**src/rtl/stpc_pkg.sv**
```systemverilog
`timescale 1ns / 1ps
// Shared types and constants for the SCSI target phase controller.
// Used by the front, the back and the top level; depends on nothing.
package stpc_pkg;

  localparam int SECTOR_BYTES  = 2048;
  localparam int COMMAND_DEPTH = 16;
  localparam int SECT_AW       = $clog2(SECTOR_BYTES);
  localparam int CMD_AW        = $clog2(COMMAND_DEPTH);

  localparam logic [23:0] PERIOD_RESET = 24'd122880;
  localparam logic [7:0]  CMD_TEST     = 8'h00;
  localparam logic [7:0]  CMD_READ     = 8'h08;
  localparam logic [7:0]  CMD_IGNORE   = 8'hff;
  localparam logic [7:0]  STAT_GOOD    = 8'h00;
  localparam logic [7:0]  STAT_CHECK   = 8'h01;
  localparam logic [7:0]  MSG_COMPLETE = 8'h00;

  localparam logic CFG_DISC   = 1'b0;
  localparam logic CFG_PERIOD = 1'b1;

  typedef enum logic [1:0] {
    OP_BUS_WRITE = 2'd0,
    OP_HOST_READ = 2'd1,
    OP_TICK      = 2'd2,
    OP_LOAD      = 2'd3
  } op_t;

  // One decoded input item as handed from the front to the back.
  typedef struct packed {
    op_t         op;
    logic        sel;
    logic        ack;
    logic        rst;
    logic [7:0]  host_byte;
    logic [7:0]  sector_byte;
    logic [10:0] byte_index;
    logic        byte_last;
  } item_t;

  // One result item.
  typedef struct packed {
    logic        busy;
    logic        req;
    logic        msg;
    logic        cd;
    logic        io;
    logic [7:0]  data;
    logic        irq_ready;
    logic        irq_done;
    logic        fetch_valid;
    logic [23:0] fetch_lba;
  } result_t;

endpackage

```
**src/rtl/stpc_front.sv**
```systemverilog
`timescale 1ns / 1ps
// Front end: two-entry input queue that accepts and classifies items.
// Depends on stpc_pkg.
module stpc_front import stpc_pkg::*; (
  input  logic        clk,
  input  logic        rst_n,
  input  logic        push,
  output logic        full,
  input  logic [1:0]  in_operation,
  input  logic        in_bus_select,
  input  logic        in_bus_ack,
  input  logic        in_bus_reset,
  input  logic [7:0]  in_host_byte,
  input  logic [7:0]  in_sector_byte,
  input  logic [10:0] in_byte_index,
  input  logic        in_byte_last,
  output logic        item_valid,
  output item_t       item,
  input  logic        item_take
);

  item_t       q_r [2];
  logic        head_r, head_nxt;
  logic [1:0]  cnt_r, cnt_nxt;
  item_t       dec;
  logic        wr, rd;

  // Classify the incoming transfer.
  always_comb begin
    dec             = '0;
    dec.op          = op_t'(in_operation);
    dec.sel         = in_bus_select;
    dec.ack         = in_bus_ack;
    dec.rst         = in_bus_reset;
    dec.host_byte   = in_host_byte;
    dec.sector_byte = in_sector_byte;
    dec.byte_index  = in_byte_index;
    dec.byte_last   = in_byte_last;
  end

  assign full       = (cnt_r == 2'd2);
  assign wr         = push && !full;
  assign item_valid = (cnt_r != 2'd0);
  assign rd         = item_valid && item_take;
  assign item       = q_r[head_r];

  always_comb begin
    head_nxt = rd ? ~head_r : head_r;
    cnt_nxt  = cnt_r + {1'b0, wr} - {1'b0, rd};
  end

  // Queue pointers.
  always_ff @(posedge clk) begin
    if (!rst_n) begin
      head_r <= 1'b0;
      cnt_r  <= 2'd0;
    end else begin
      head_r <= head_nxt;
      cnt_r  <= cnt_nxt;
    end
  end

  // Queue storage.
  always_ff @(posedge clk) begin
    if (wr) begin
      q_r[head_r ^ cnt_r[0]] <= dec;
    end
  end

endmodule

```
**config.mk**
```make
export PLATFORM = sky130hd
export DESIGN_NAME = stpc_front
export DESIGN_NICKNAME = d
export VERILOG_FILES = /design/src/rtl/stpc_pkg.sv /design/src/rtl/stpc_front.sv
export SDC_FILE = /design/constraint.sdc
export NUM_CORES = 1
export LEC_CHECK = 0
export ABC_AREA = 0
export BUFFER_PORTS_ARGS = -buffer_cell sky130_fd_sc_hd__clkbuf_2
export CAP_MARGIN = 20
export CORE_AREA = 2 2 74 76
export DETAILED_ROUTE_END_ITERATION = 7
export DIE_AREA = 0 0 76 78
export HOLD_SLACK_MARGIN = 0.15
export PLACE_DENSITY = 0.81
export RECOVER_POWER = 50
export SETUP_SLACK_MARGIN = 0.02
export SYNTH_ARGS = -nofsm -noshare
export SYNTH_HDL_FRONTEND = slang
export SYNTH_SLANG_ARGS = --single-unit
```
**constraint.sdc**
```tcl
create_clock -name clk -period 6.25 [get_ports clk]
set_input_delay 0.3125 -clock clk [delete_from_list [all_inputs] [get_ports clk]]
set_output_delay 0.3125 -clock clk [all_outputs]
set_load 0.05 [all_outputs]
```
==> impl_results.md <==
- Area growth syn-to-layout: 21.6%
- GP Congestion: 0.725
- Min Tclk post-route: 2.56 ns
- Most frequent cells in the layout: 66 x edfxtp_1, 43 x clkbuf_2, 32 x clkbuf_1, 30 x mux2_4, 9 x clkbuf_8
- Post-Syn Instances: 127
- Clk root buf: clkbuf_8
- Crit Path Category: register to register
- Top-area cell type share of the netlist area: 72.2%
- Setup TNS: 0 ns
- Final slew viol count: 42
- RSZ-0062 raised after global routing: no
- CTS tree: done
- Die Area: 5930 sq um
- Critical Path Max Stage Delay: 1.40 ns
- Synth area leaders: edfxtp_1 72%, mux2_4 16%, dfxtp_1 2.9%
- Yosys warning count: 0
- Vias in the first global route: 1277
- Nets: 247
- P per Cell Area: 529 nW/um^2
- Final Cell Area: 3340 sq um
- Top Family by Delay on Critical Path: buffers and inverters
- Area post-placement: 3170 sq um
- Syn Nets: 166
- VDD IR max: 0.000370 V
- Worst hold slack: 0.163 ns
- Total GRT Usage: 15.2%
- Layout cell share with drive strength beyond 1: 40.8%
- PortBufs: 71
- Hold Path Class: input port to register
- Via Count: 1352
- Slew headroom: -30.8%
- Core box area: 5040 sq um
- Final Hold Fails: 0
- Clock Sinks: 70
- I/O pin total: 72
- Highest-delay cell along the critical path: clkbuf_1
- Syn Area/Cell: 21.6 sq um
- Setup bufs post-CTS: 0
- #FFs+latches synth: 70
- Drt drc: 0
- Post-Layout Cell Count: 283
- Largest net degree at the start of global routing: 34
- Max cap viols: 2
- Setup-failing EPs final: 0
- Unique masters post-synth: 20
- PnR worst setup slack: 3.69 ns
- CTS Buf Count: 9
- Register area share after synthesis: 75.1%
- Critical path buffers and inverters: 1
- Worst-margin pin slew: 1.96 ns
- Horiz. Die Dim: 76 microns
- Post-CTS Resized: 0
- Outcome: finished with violations
- Worst-skew pair later-pin latency: 0.34 ns
- Dpl cells: 265
- Crit end category: register
- Arrival time worst endpoint: 2.48 ns
- Initial antenna violation count: 0
- Grt ovf: 0
- Initial DRC Count: 100
- CTS Buffer Depth: 2
- CP Launch Type: register
- PnR Total Power: 1.77 mW
- Synth Cell Area: 2750 sq um
- Post-synth top area cell: edfxtp_1
- Final worst path period share: 41.0%
- First-pass DRT Iterations: 4
- Routed WL per cell: 15.5 microns
- First-pass GRT wire length: 6530 microns
- CTS H-tree lvls: 3
- ANT cells: 0
- Effective utilization at floorplan: 54.4%
- Die height: 78 microns
- Antenna viol nets, final: 0
- Finished Core Util: 66.2%
- Pre-CTS setup slack: 4.21 ns
- Lkg Pwr: 1.27 nW
- Failing checks: max-capacitance violations, max-slew violations
- Worst EP required: 6.17 ns
- Clk slew on worst S/H paths: 0.07 ns
- Clock Skew: 0.00950 ns
- Vias/cell: 4.78
- Post-Route WL: 4400 microns
- Crit path cell chain: nor3b_1 > o21a_1 > clkbuf_1
- Most common library cell in the layout ignoring fill and taps: edfxtp_1
- Row count: 26
- CP Max Fanout: 33
- Maximum clock rate: 0.391 GHz
## what timing repair did
| action | 4_1_cts | 5_1_grt |
|---|---|---|
| setup endpoints to repair | 0 | 0 |
| hold endpoints to repair | 2 | 0 |
| hold buffers | 1 | 0 |
## metal layers
metal	part of all wire [%]	wire length, microns	vias to the layer above	global-route usage (%)
met5	0	0	-	0
met4	1.6	72	0	9.27
met3	5.1	226	7	4.77
met2	49	2180	42	24.2
met1	44	1920	649	18.4
li1	-	-	654	-
## cell usage after synthesis
cell type / count
mux2_1: 3
nor3b_1: 1
nand2b_1: 2
nand2_1: 2
buf_2: 1
ha_1: 2
o21a_2: 1
mux2_4: 30
or2_1: 1
dfxtp_1: 4
buf_6: 3
inv_1: 1
xnor3_1: 1
o21a_1: 1
edfxtp_1: 66
and2_1: 1
mux2i_1: 2
or3_1: 1
a21boi_1: 1
nor2b_1: 3
## power by group
part	switching, mW	internal [mW]	total, mW	leakage (nW)
Sequential	0.0701	0.656	0.726	0.649
Clock	0.157	0.184	0.341	0.0920
Combinational	0.465	0.235	0.700	0.531
Total	0.692	1.07	1.77	1.27
## final timing paths
kind         slack [ns]                    to                start  cells after the start
min reg2reg        0.53              register  head_r$_SDFFE_PN0P_                      2
max reg2reg        3.69  q_r[1][32]$_DFFE_PP_  head_r$_SDFFE_PN0P_                      3
max                3.69  q_r[1][32]$_DFFE_PP_  head_r$_SDFFE_PN0P_                      3
min                0.16   q_r[1][3]$_DFFE_PP_     in_byte_index[2]                      1
## registers in the layout, summed over array words and instances (netlist names), named ones only
signal,count
head_r,1
q_r,66
cnt_r,2
## cell type report
type / count / area (sq um)
Sequential cell: 70 / 2060
Tap cell: 70 / 87.6
Fill cell: 363 / 1700
Timing Repair Buffer: 74 / 362
Inverter: 1 / 3.75
Clock buffer: 12 / 135
Clock inverter: 4 / 47.5
Multi-Input combinational cell: 52 / 639
## cell families (layout without fill, tap and decap cells)
family / count (synthesis) / after routing / share of synthesized area (%)
AO/OA/AOI/OAI: 3 / 3 / 0.866
multiplexers: 35 / 35 / 18.4
adder cells (fa/ha/maj): 2 / 2 / 0.911
AND/OR/NAND/NOR: 11 / 11 / 2.37
flip-flops: 70 / 70 / 75.1
buffers and inverters: 5 / 91 / 1.55
XOR/XNOR: 1 / 1 / 0.820
Note: power is estimated with default switching activity, not from simulation.
